--- config.mk ---
export PLATFORM = sky130hd
export DESIGN_NAME = disk_adapter_timer_and_transfer
export DESIGN_NICKNAME = d
export VERILOG_FILES = /design/src/rtl/dat_pkg.sv /design/src/rtl/disk_adapter_timer_and_transfer.sv
export SDC_FILE = /design/constraint.sdc
export NUM_CORES = 1
export LEC_CHECK = 0
export ABC_CLOCK_PERIOD_IN_PS = 4500
export BUFFER_PORTS_ARGS = -buffer_cell sky130_fd_sc_hd__buf_2
export CAP_MARGIN = 40
export CORE_MARGIN = 4
export CORE_UTILIZATION = 45
export CTS_CLUSTER_DIAMETER = 30
export DETAILED_ROUTE_END_ITERATION = 8
export GPL_TIMING_DRIVEN = 1
export MAX_ROUTING_LAYER = met4
export PLACE_DENSITY = 0.61
export SLEW_MARGIN = 20
export SYNTH_ARGS = -nofsm -noshare
export SYNTH_HDL_FRONTEND = slang
export SYNTH_SLANG_ARGS = --single-unit
--- constraint.sdc ---
create_clock -name clk_i -period 4.5 [get_ports clk_i]
set_clock_uncertainty 0.05 [all_clocks]
set_input_delay 0.675 -clock clk_i [delete_from_list [all_inputs] [get_ports clk_i]]
set_output_delay 0.675 -clock clk_i [all_outputs]
set_load 0.05 [all_outputs]
--- src/rtl/dat_pkg.sv ---
// Package for the disk adapter: payload types, register offsets and constants.
`timescale 1ns / 1ps
`default_nettype none
package dat_pkg;

  // Head position at which the drive stops
  localparam int unsigned DISK_BYTES = 65500;

  localparam int unsigned SPINUP_W  = 14;
  localparam int unsigned BYTEDLY_W = 10;
  localparam int unsigned CFG_IDX_W = 1;

  localparam logic [SPINUP_W-1:0]  SPINUP_RESET  = 14'd10000;
  localparam logic [BYTEDLY_W-1:0] BYTEDLY_RESET = 10'd149;

  typedef enum logic [CFG_IDX_W-1:0] {
    CFG_SPINUP_DELAY = 1'b0,
    CFG_BYTE_DELAY   = 1'b1
  } cfg_idx_e;

  typedef enum logic [1:0] {
    MODE_TICK  = 2'd0,
    MODE_READ  = 2'd1,
    MODE_WRITE = 2'd2
  } mode_e;

  // Bus write offsets
  localparam logic [4:0] OFF_RELOAD_LO = 5'd0;
  localparam logic [4:0] OFF_RELOAD_HI = 5'd1;
  localparam logic [4:0] OFF_TIMER_CTL = 5'd2;
  localparam logic [4:0] OFF_IO_ENABLE = 5'd3;
  localparam logic [4:0] OFF_WR_LATCH  = 5'd4;
  localparam logic [4:0] OFF_CONTROL   = 5'd5;
  localparam logic [4:0] OFF_EXT_WR    = 5'd6;
  // Bus read offsets
  localparam logic [4:0] OFF_STATUS    = 5'd16;
  localparam logic [4:0] OFF_DATA      = 5'd17;
  localparam logic [4:0] OFF_DRIVE     = 5'd18;
  localparam logic [4:0] OFF_EXT_RD    = 5'd19;

  // Read values
  localparam logic [7:0] STAT_BASE      = 8'h80;
  localparam logic [7:0] STAT_TIMER     = 8'h01;
  localparam logic [7:0] STAT_XFER      = 8'h02;
  localparam logic [7:0] STAT_EOD       = 8'h40;
  localparam logic [7:0] DRV_BASE       = 8'h40;
  localparam logic [7:0] DRV_NO_DISK    = 8'h07;
  localparam logic [7:0] DRV_NOT_READY  = 8'h02;
  localparam logic [7:0] EXT_READ_VALUE = 8'h80;

  typedef struct packed {
    logic [1:0] mode;
    logic [4:0] reg_offset;
    logic [7:0] write_data;
    logic [7:0] disk_byte;
    logic       disk_present;
  } in_item_t;

  typedef struct packed {
    logic [7:0]  read_data;
    logic        timer_irq;
    logic        transfer_irq;
    logic        disk_write_enable;
    logic [15:0] disk_write_address;
    logic [7:0]  disk_write_data;
    logic [15:0] head_position;
    logic        mirror_vertical;
    logic [7:0]  ext_port;
  } out_item_t;

  typedef struct packed {
    logic motor;
    logic no_scan;
    logic in_data;
    logic write_mode;
    logic xirq_en;
    logic tirq_en;
    logic reload;
    logic xfer;
    logic scan;
    logic skipped;
    logic eod;
    logic crc;
    logic mirv;
  } drive_flags_t;

endpackage
`default_nettype wire

--- src/rtl/disk_adapter_timer_and_transfer.sv ---
// Disk adapter top level: interval timer, drive transfer engine and bus registers.
`timescale 1ns / 1ps
`default_nettype none
// Takes one item (tick, bus read or bus write) per clock while results are taken
// and returns one result per item, in order. An accepted item sits in an input
// register; the whole state update for it is done as it leaves that register and
// its result lands in the output register, from which it is offered. The sustained
// rate is one item per cycle as long as results are taken. The output register
// holds a result while the consumer stalls, and the input register keeps
// accepting until it is full. Configuration writes are always ready.
module disk_adapter_timer_and_transfer (
  input  wire                                clk_i,
  input  wire                                rst_ni,
  input  wire                                in_valid_i,
  output logic                               in_ready_o,
  input  dat_pkg::in_item_t                  in_data_i,
  output logic                               out_valid_o,
  input  wire                                out_ready_i,
  output dat_pkg::out_item_t                 out_data_o,
  input  wire                                cfg_valid_i,
  output logic                               cfg_ready_o,
  input  wire  [dat_pkg::CFG_IDX_W-1:0]      cfg_index_i,
  input  wire  [dat_pkg::SPINUP_W-1:0]       cfg_data_i
);
  import dat_pkg::*;

  logic                 in_valid_q;
  in_item_t             in_data_q;
  logic                 out_valid_q;
  out_item_t            out_data_q, out_data_d;
  logic                 advance;

  logic [SPINUP_W-1:0]  spinup_q;
  logic [BYTEDLY_W-1:0] byte_delay_q;

  logic [15:0]          head_q, head_d;
  logic [SPINUP_W-1:0]  wait_q, wait_d;
  logic [15:0]          reload_q, reload_d;
  logic [15:0]          timer_q, timer_d;
  logic [7:0]           ext_q, ext_d;
  logic [7:0]           rlatch_q, rlatch_d;
  logic [7:0]           wlatch_q, wlatch_d;
  drive_flags_t         fl_q, fl_d;
  logic                 irq_t_q, irq_t_d;
  logic                 irq_x_q, irq_x_d;

  logic [7:0]           rd;
  logic                 we;
  logic [15:0]          wa;
  logic [7:0]           wd;
  logic [16:0]          next_pos;

  assign advance     = in_valid_q && (!out_valid_q || out_ready_i);
  assign in_ready_o  = !in_valid_q || advance;
  assign out_valid_o = out_valid_q;
  assign out_data_o  = out_data_q;
  assign cfg_ready_o = 1'b1;
  assign next_pos    = {1'b0, head_q} + 17'd1;

  always_comb begin
    head_d   = head_q;
    wait_d   = wait_q;
    reload_d = reload_q;
    timer_d  = timer_q;
    ext_d    = ext_q;
    rlatch_d = rlatch_q;
    wlatch_d = wlatch_q;
    fl_d     = fl_q;
    irq_t_d  = irq_t_q;
    irq_x_d  = irq_x_q;
    rd = '0;
    we = 1'b0;
    wa = '0;
    wd = '0;

    unique case (in_data_q.mode)
      MODE_TICK: begin
        if (fl_q.tirq_en) begin
          if (timer_q != 16'd0) begin
            timer_d = timer_q - 16'd1;
          end else begin
            irq_t_d = 1'b1;
            if (fl_q.reload) timer_d = reload_q;
            else fl_d.tirq_en = 1'b0;
          end
        end
        if (!fl_q.motor) begin
          fl_d.scan = 1'b0;
          fl_d.eod  = 1'b1;
        end else if (fl_q.no_scan && !fl_q.scan) begin
          // hold until scanning is enabled
        end else if (fl_q.eod) begin
          // head back to the disk start, then spin up
          fl_d.eod     = 1'b0;
          wait_d       = spinup_q;
          head_d       = '0;
          fl_d.skipped = 1'b0;
        end else if (wait_q != '0) begin
          wait_d = wait_q - 14'd1;
        end else begin
          fl_d.scan = 1'b1;
          if (!fl_q.write_mode) begin
            if (!fl_q.in_data) begin
              fl_d.skipped = 1'b0;
            end else if (in_data_q.disk_byte != 8'd0 && !fl_q.skipped) begin
              // first nonzero byte ends the gap and is dropped
              fl_d.skipped = 1'b1;
            end else if (fl_q.skipped) begin
              fl_d.xfer = 1'b1;
              rlatch_d  = in_data_q.disk_byte;
              if (fl_q.xirq_en) irq_x_d = 1'b1;
            end
          end else begin
            if (!fl_q.crc) begin
              fl_d.xfer = 1'b1;
              if (fl_q.xirq_en) irq_x_d = 1'b1;
            end
            we = 1'b1;
            wa = head_q;
            wd = fl_q.in_data ? wlatch_q : 8'd0;
            fl_d.skipped = 1'b0;
          end
          if (next_pos >= 17'(DISK_BYTES)) fl_d.motor = 1'b0;
          else wait_d = {{(SPINUP_W-BYTEDLY_W){1'b0}}, byte_delay_q};
          head_d = next_pos[15:0];
        end
      end
      MODE_READ: begin
        case (in_data_q.reg_offset)
          OFF_STATUS: begin
            rd = STAT_BASE;
            if (irq_t_q) rd = rd | STAT_TIMER;
            if (fl_q.xfer) rd = rd | STAT_XFER;
            if (fl_q.eod) rd = rd | STAT_EOD;
            fl_d.xfer = 1'b0;
            irq_t_d   = 1'b0;
            irq_x_d   = 1'b0;
          end
          OFF_DATA: begin
            rd        = rlatch_q;
            fl_d.xfer = 1'b0;
            irq_x_d   = 1'b0;
          end
          OFF_DRIVE: begin
            rd = DRV_BASE;
            if (!in_data_q.disk_present) rd = rd | DRV_NO_DISK;
            if (!fl_q.scan) rd = rd | DRV_NOT_READY;
          end
          OFF_EXT_RD: rd = EXT_READ_VALUE;
          default: rd = '0;
        endcase
      end
      MODE_WRITE: begin
        case (in_data_q.reg_offset)
          OFF_RELOAD_LO: reload_d = {reload_q[15:8], in_data_q.write_data};
          OFF_RELOAD_HI: reload_d = {in_data_q.write_data, reload_q[7:0]};
          OFF_TIMER_CTL: begin
            fl_d.reload  = in_data_q.write_data[0];
            fl_d.tirq_en = in_data_q.write_data[1];
            timer_d      = reload_q;
            if (!in_data_q.write_data[1]) irq_t_d = 1'b0;
          end
          OFF_IO_ENABLE: if (!in_data_q.write_data[0]) irq_t_d = 1'b0;
          OFF_WR_LATCH: begin
            irq_x_d   = 1'b0;
            fl_d.xfer = 1'b0;
            wlatch_d  = in_data_q.write_data;
          end
          OFF_CONTROL: begin
            fl_d.motor      = in_data_q.write_data[0];
            fl_d.no_scan    = in_data_q.write_data[1];
            fl_d.write_mode = !in_data_q.write_data[2];
            fl_d.mirv       = in_data_q.write_data[3];
            fl_d.crc        = in_data_q.write_data[4];
            fl_d.in_data    = in_data_q.write_data[6];
            fl_d.xirq_en    = in_data_q.write_data[7];
          end
          OFF_EXT_WR: ext_d = in_data_q.write_data;
          default: ;
        endcase
      end
      default: ;
    endcase

    out_data_d.read_data          = rd;
    out_data_d.timer_irq          = irq_t_d;
    out_data_d.transfer_irq       = irq_x_d;
    out_data_d.disk_write_enable  = we;
    out_data_d.disk_write_address = wa;
    out_data_d.disk_write_data    = wd;
    out_data_d.head_position      = head_d;
    out_data_d.mirror_vertical    = fl_d.mirv;
    out_data_d.ext_port           = ext_d;
  end

  always_ff @(posedge clk_i or negedge rst_ni) begin
    if (!rst_ni) begin
      in_valid_q   <= 1'b0;
      out_valid_q  <= 1'b0;
      spinup_q     <= SPINUP_RESET;
      byte_delay_q <= BYTEDLY_RESET;
      head_q       <= '0;
      wait_q       <= '0;
      reload_q     <= '0;
      timer_q      <= '0;
      ext_q        <= '0;
      rlatch_q     <= '0;
      wlatch_q     <= '0;
      fl_q         <= '0;
      irq_t_q      <= 1'b0;
      irq_x_q      <= 1'b0;
    end else begin
      if (in_ready_o) in_valid_q <= in_valid_i;
      if (advance) begin
        out_valid_q <= 1'b1;
      end else if (out_ready_i) begin
        out_valid_q <= 1'b0;
      end
      if (cfg_valid_i) begin
        unique case (cfg_index_i)
          CFG_SPINUP_DELAY: spinup_q <= cfg_data_i;
          CFG_BYTE_DELAY:   byte_delay_q <= cfg_data_i[BYTEDLY_W-1:0];
          default: ;
        endcase
      end
      if (advance) begin
        head_q   <= head_d;
        wait_q   <= wait_d;
        reload_q <= reload_d;
        timer_q  <= timer_d;
        ext_q    <= ext_d;
        rlatch_q <= rlatch_d;
        wlatch_q <= wlatch_d;
        fl_q     <= fl_d;
        irq_t_q  <= irq_t_d;
        irq_x_q  <= irq_x_d;
      end
    end
  end

  // Payload registers: no reset needed
  always_ff @(posedge clk_i) begin
    if (in_ready_o && in_valid_i) in_data_q <= in_data_i;
    if (advance) out_data_q <= out_data_d;
  end

endmodule
`default_nettype wire

# ---- After elaboration in Yosys (flattened, before gate mapping)
# Index checks and enable logic that the tools add are counted.
dict set report totals {
  ff_bits 211
  input_bits 44
  out_inout_bits 63
  wordCells 204
}
dict set report op_classes {
  add_sub_neg 3
  order_cmp 1
  eq_ne 32
  mux 77
  bitwise_logic 11
  n_reduce_logical 39
}
# cell count
set ops {}
lappend ops {{$mux W16} 9}
lappend ops {{$pmux W16 S2} 2}
lappend ops {{$mux W1} 45}
lappend ops {{$mux W14} 3}
lappend ops {{$pmux W8 S4} 1}
lappend ops {{$eq A5 B5 Y1 const B} 4}
lappend ops {{$ne A2 B2 Y1 const B} 10}
lappend ops {{$ne A3 B3 Y1 const B} 6}
lappend ops {{$reduce_and A3 Y1} 6}
lappend ops {{$add A16 B1 Y17 const B} 1}
lappend ops {{$ge A17 B16 Y1 const B} 1}
lappend ops {{$mux W8} 2}
lappend ops {{$reduce_bool A16 Y1} 1}
lappend ops {{$sub A16 B1 Y16 const B} 1}
lappend ops {{$eq A5 B3 Y1 const B} 3}
lappend ops {{$reduce_and A5 Y1} 3}
lappend ops {{$reduce_bool A14 Y1} 1}
lappend ops {{$sub A14 B1 Y14 const B} 1}
lappend ops {{$reduce_and A12 Y1} 1}
lappend ops {{$not A1 Y1} 11}
lappend ops {{$eq A5 B2 Y1 const B} 2}
lappend ops {{$reduce_and A10 Y1} 1}
lappend ops {{$pmux W1 S3} 3}
lappend ops {{$mux W2} 4}
lappend ops {{25 further kinds} 41}

# ---- Longest topological paths before layout
dict set report depth {
  ltp_word 10
  mapped_depth 11
  mapped_depth_nobuf 9
}

# ---- Least setup slack after synthesis
# No wires, ideal clock.
dict set report synth_timing {
  path_kind {input to register}
  from {input out_ready_i}
  to {register out_data_q, in the netlist out_data_o[0] (enable)}
  setup_time_ns 0.448
  arrival_ns 3.106
  required_time_ns 4.002
  setup_slack_ns 0.897
  stages 5
  n_path_buf 2
  path_cell_list {nand2b_1 -> nand2_1 -> inv_1 -> clkbuf_1 -> clkbuf_1}
}
dict set report synth_between {
  elab_chain_len 2
}
# element line_no
set synth_lines {}
lappend synth_lines {{start, declared} disk_adapter_timer_and_transfer.sv:18} ;# input wire out_ready_i,
lappend synth_lines {{$logic_or A1 B1 Y1} disk_adapter_timer_and_transfer.sv:53} ;# assign advance = in_valid_q && (!out_valid_q || out_ready_i);
lappend synth_lines {{$logic_and A1 B1 Y1} disk_adapter_timer_and_transfer.sv:53}
lappend synth_lines {{named net advance} disk_adapter_timer_and_transfer.sv:31} ;# logic advance;
lappend synth_lines {{end signal, assigned} disk_adapter_timer_and_transfer.sv:244} ;# if (advance) out_data_q <= out_data_d;
lappend synth_lines {{end, declared} disk_adapter_timer_and_transfer.sv:30} ;# out_item_t out_data_q, out_data_d;
# The timed path passes the listed nets, and every way through them passes these cells.
# A chain may end at the register's enable or synchronous reset.

# ---- Final worst setup path
dict set report layout_timing {
  from {register wait_q[0]}
  to {register out_data_q, in the netlist out_data_o[22], data pin}
}
dict set report layout_between {
  elab_chain_len 6
}
# element line_no
set layout_lines {}
lappend layout_lines {{start, declared} disk_adapter_timer_and_transfer.sv:37} ;# logic [SPINUP_W-1:0] wait_q, wait_d;
lappend layout_lines {{start signal, assigned} disk_adapter_timer_and_transfer.sv:228} ;# wait_q <= wait_d;
lappend layout_lines {{$reduce_bool A14 Y1} disk_adapter_timer_and_transfer.sv:98} ;# end else if (wait_q != '0) begin
lappend layout_lines {{$mux W16} disk_adapter_timer_and_transfer.sv:98}
lappend layout_lines {{$mux W16} disk_adapter_timer_and_transfer.sv:92} ;# end else if (fl_q.eod) begin
lappend layout_lines {{$mux W16} disk_adapter_timer_and_transfer.sv:90} ;# end else if (fl_q.no_scan && !fl_q.scan) begin
lappend layout_lines {{$mux W16} disk_adapter_timer_and_transfer.sv:87} ;# if (!fl_q.motor) begin
lappend layout_lines {{$mux W16} disk_adapter_timer_and_transfer.sv:76} ;# unique case (in_data_q.mode)
lappend layout_lines {{named net head_d[13]} disk_adapter_timer_and_transfer.sv:36} ;# logic [15:0] head_q, head_d;
# The timed path passes the listed nets, and every way through them passes these cells.

==> flow_summary.toml <==
[outcome]
status = "finished, final reports clean"

[sta]
finalHoldViolations = 0
tns_ns = 0
post-route-period-util_pct = 73.93
slew_headroom_pct = 47.56
finalSetupViolCount = 0
timing.final.crit_period_ns = 3.327
fmax_ghz = 0.3006
fin_ws_ns = 1.173
rsz0062_at_grt = "false"
slew_violations = 0
worstMarginPinSlew_ns = 0.7847

[floorplanning]
fp.dieW_microns = 155.2
rows = 53
ios = 107
core_sq_um = 21150
die_area_sq_um = 24090
dieHeight_microns = 155.2
initial_utilization_pct = 46.10

[layout]
final_area_sq_um = 12050
syn2layout_area_growth_pct = 23.57
fin_nets = 1057
fin_util_pct = 56.96
antennaDiodeCount = 0
nFillCells = 1834
drive_above_1_share_pct = 25.79
stdcell_count = 1314

[placed_design]
placed_area_sq_um = 10570
gp_congestion = 0.8481
pre_cts_ws_ns = 1.227
post-place-cells = 1235
port_buffers = 105
place_hpwl_mm = 15.33

[critical_path]
worstSetupEndpointType = "flop"
critPathArrivalTime_ns = 3.58
regToRegStartpoint = "wait_q[0]$_DFFE_PN0P_"
cp.required_ns = 4.76
crit_type = "reg2reg"
start_kind = "flop"
regToRegSetupSlack_ns = 1.17
reg2reg_depth = 7
reg2reg_to = "out_data_o[22]$_DFFE_PP_"
crit_fanout = 21

[cts]
cts.htree.levels = 2
cts_tree = "yes"
cts-root-buf = "clkbuf_16"
clk_pin_slew_ns = 0.05
cts.sinks = 211
clockBufferDepth = 3
cts-buffers-inserted = 43
ctsHoldBuffers = 0
insertion_delay_ns = 0.51
cts_resized = 0
postCtsSetupRepairBufs = 0

[drt]
avgViaCountPerCell = 5.520
wl_met2_mm = 9.822
dr.max_layer_used = "met4"
drt_iter0_drc = 512
vias = 7253
wl_met1_mm = 11.02
wl_mm = 22.76
ant_nets = 0
met3_length_mm = 1.379
first_pass_iters = 5
remaining_drc_errors = 0
wl_per_cell_microns = 17.32

[power_and_ir_drop]
pwr-share-seq_pct = 36.0
power_leakage_nw = 5.215
p_per_area_nw_per_um2 = 563.1
p_clk_share_pct = 47.1
power.internal_w = 0.004812
swShare_pct = 29.09
ir_drop_mv = 0.4172
combPwrFrac_pct = 16.9
p_switching_w = 0.001974

[synth]
syn-mean-instance-area_sq_um = 10.94
synth_area_leaders = "dfrtp_1 (30%), edfxtp_1 (26%), mux2_2 (6.6%)"
synth_fp_nets = 942
ys_warn_count = 0
synth-edff-count = 84
yosysUniqueCellTypes = 60
async_flop_share_pct = 60.19
syn_inst = 891
ys.flop_type = "dfrtp_1"
synth-seq-cells = 211
synth.top_cell.area_share_pct = 30.28
synth_seq_area_share_pct = 58.57
synthesis.area_sq_um = 9752
synth_top_cell_by_area = "dfrtp_1"

[flow_run]
cap_violations = 0

[global_routing]
grt_pass1_wl_mm = 37.56
grt_max_degree = 62
grt_overflow = 0
grt_pass1_vias = 7045
grtUsageTotal_pct = 19.76
antenna_found_initial = 0

[hold_path]
hold_path.class = "in2async"
[cell families after synthesis]
family | synth area share, %
and+or+nand+nor | 16.58
DFF | 58.57
AOI/OAI and AO/OA | 12.46
muxes | 8.237
buffers and inverters | 2.592
adders and majority gates | 0.8981
xor gates and xnor gates | 0.6287
other | 0.03845
[state kept, by name, summed over array words and instances, names as in the netlist]
register      flops
head_q           16
spinup_q         14
timer_q          16
wait_q           14
in_data_q        24
reload_q         16
irq_x_q           1
fl_q             13
out_data_o       60
wlatch_q          8
out_valid_o       1
byte_delay_q     10
irq_t_q           1
rlatch_q          8
in_valid_q        1
ext_q             8
[synth_stat cells, types with 3 or more instances]
cell and number:
a211oi_1 7, a21oi_1 52, a221oi_1 3, a31oi_1 4
a32oi_1 3, and2_1 8, and3_1 34, buf_1 3
buf_2 4, clkbuf_1 40, dfrtp_1 118, dfstp_2 9
edfxtp_1 84, ha_1 7, inv_1 15, mux2_1 9
mux2_2 57, mux2i_1 6, nand2_1 102, nand2b_1 16
nand3_1 16, nand3b_1 3, nand4_1 6, nor2_1 78
nor2b_1 5, nor3_1 22, nor4_1 10, o21ai_0 72
o21ai_1 25, o22a_1 3, o22ai_1 4, o31ai_1 19
or3_1 4, xnor2_1 6
[power groups by stage]
stage                     Combinational [W]  Clock [W]  Sequential (W)
after floorplan                    0.000725          0         0.00255
final                               0.00115    0.00319         0.00244
after global routing                0.00128    0.00335         0.00247
after detailed placement            0.00115          0         0.00247
after CTS                           0.00115    0.00325         0.00244
after global placement              0.00114          0         0.00247
[routing by layer]
metal  up-vias  GRT usage (%)
met4         0          6.711
li1       3495              -
met3        48          3.700
met5         -              -
met2       218          27.77
met1      3492          28.98
[through the flow]
step / hold WS, ns / total power [W]
final: 0.06739 / 0.006786
after global routing: 0.08575 / 0.007104
after CTS: 0.06416 / 0.006850
after detailed placement: 0.4095 / 0.003621
after global placement: 0.4011 / 0.003604
after floorplan: 0.3294 / 0.003278
[worst max-delay path: stages (launching register included)]
cell and delay [ns]:
dfrtp_1 0.42, inv_1 0.11, ha_1 0.20, nor4b_2 0.34
nand4b_1 0.55, nor2_1 0.44, nand2_1 0.53, o41ai_1 0.49
[cell usage in the layout (no fill, tap or decap), types with 34 or more instances in the layout]
| master | count |
|---|---|
| edfxtp_1 | 84 |
| o21ai_0 | 72 |
| and3_1 | 34 |
| nand2_1 | 102 |
| nor2_1 | 78 |
| buf_2 | 104 |
| dfrtp_1 | 118 |
| clkbuf_16 | 43 |
| a21oi_1 | 52 |
| mux2_2 | 57 |
[area by class of cell]
class	count	area (sq um)	share of cell area [%]
sequential	211	5712	47.40
timing repair buffer	119	669.4	5.555
tap	275	344.1	2.855
multi-input combinational	616	3796	31.50
inverter	15	57.56	0.4776
clock buffer	46	1087	9.023
clock inverter	32	384.1	3.188
[worst max path at each step]
stage,slack (ns),from,endpoint,cells past startpoint
after detailed placement,1.23,wait_q[0]$_DFFE_PN0P_,out_data_o[22]$_DFFE_PP_,7
final,1.17,wait_q[0]$_DFFE_PN0P_,out_data_o[22]$_DFFE_PP_,7
after global placement,1.38,wait_q[0]$_DFFE_PN0P_,out_data_o[22]$_DFFE_PP_,7
after global routing,0.75,wait_q[0]$_DFFE_PN0P_,out_data_o[22]$_DFFE_PP_,7
after floorplan,0.90,out_ready_i,out_data_o[0]$_DFFE_PP_,5
after CTS,1.19,wait_q[0]$_DFFE_PN0P_,out_data_o[22]$_DFFE_PP_,7
(Power assumes the default switching activity.)
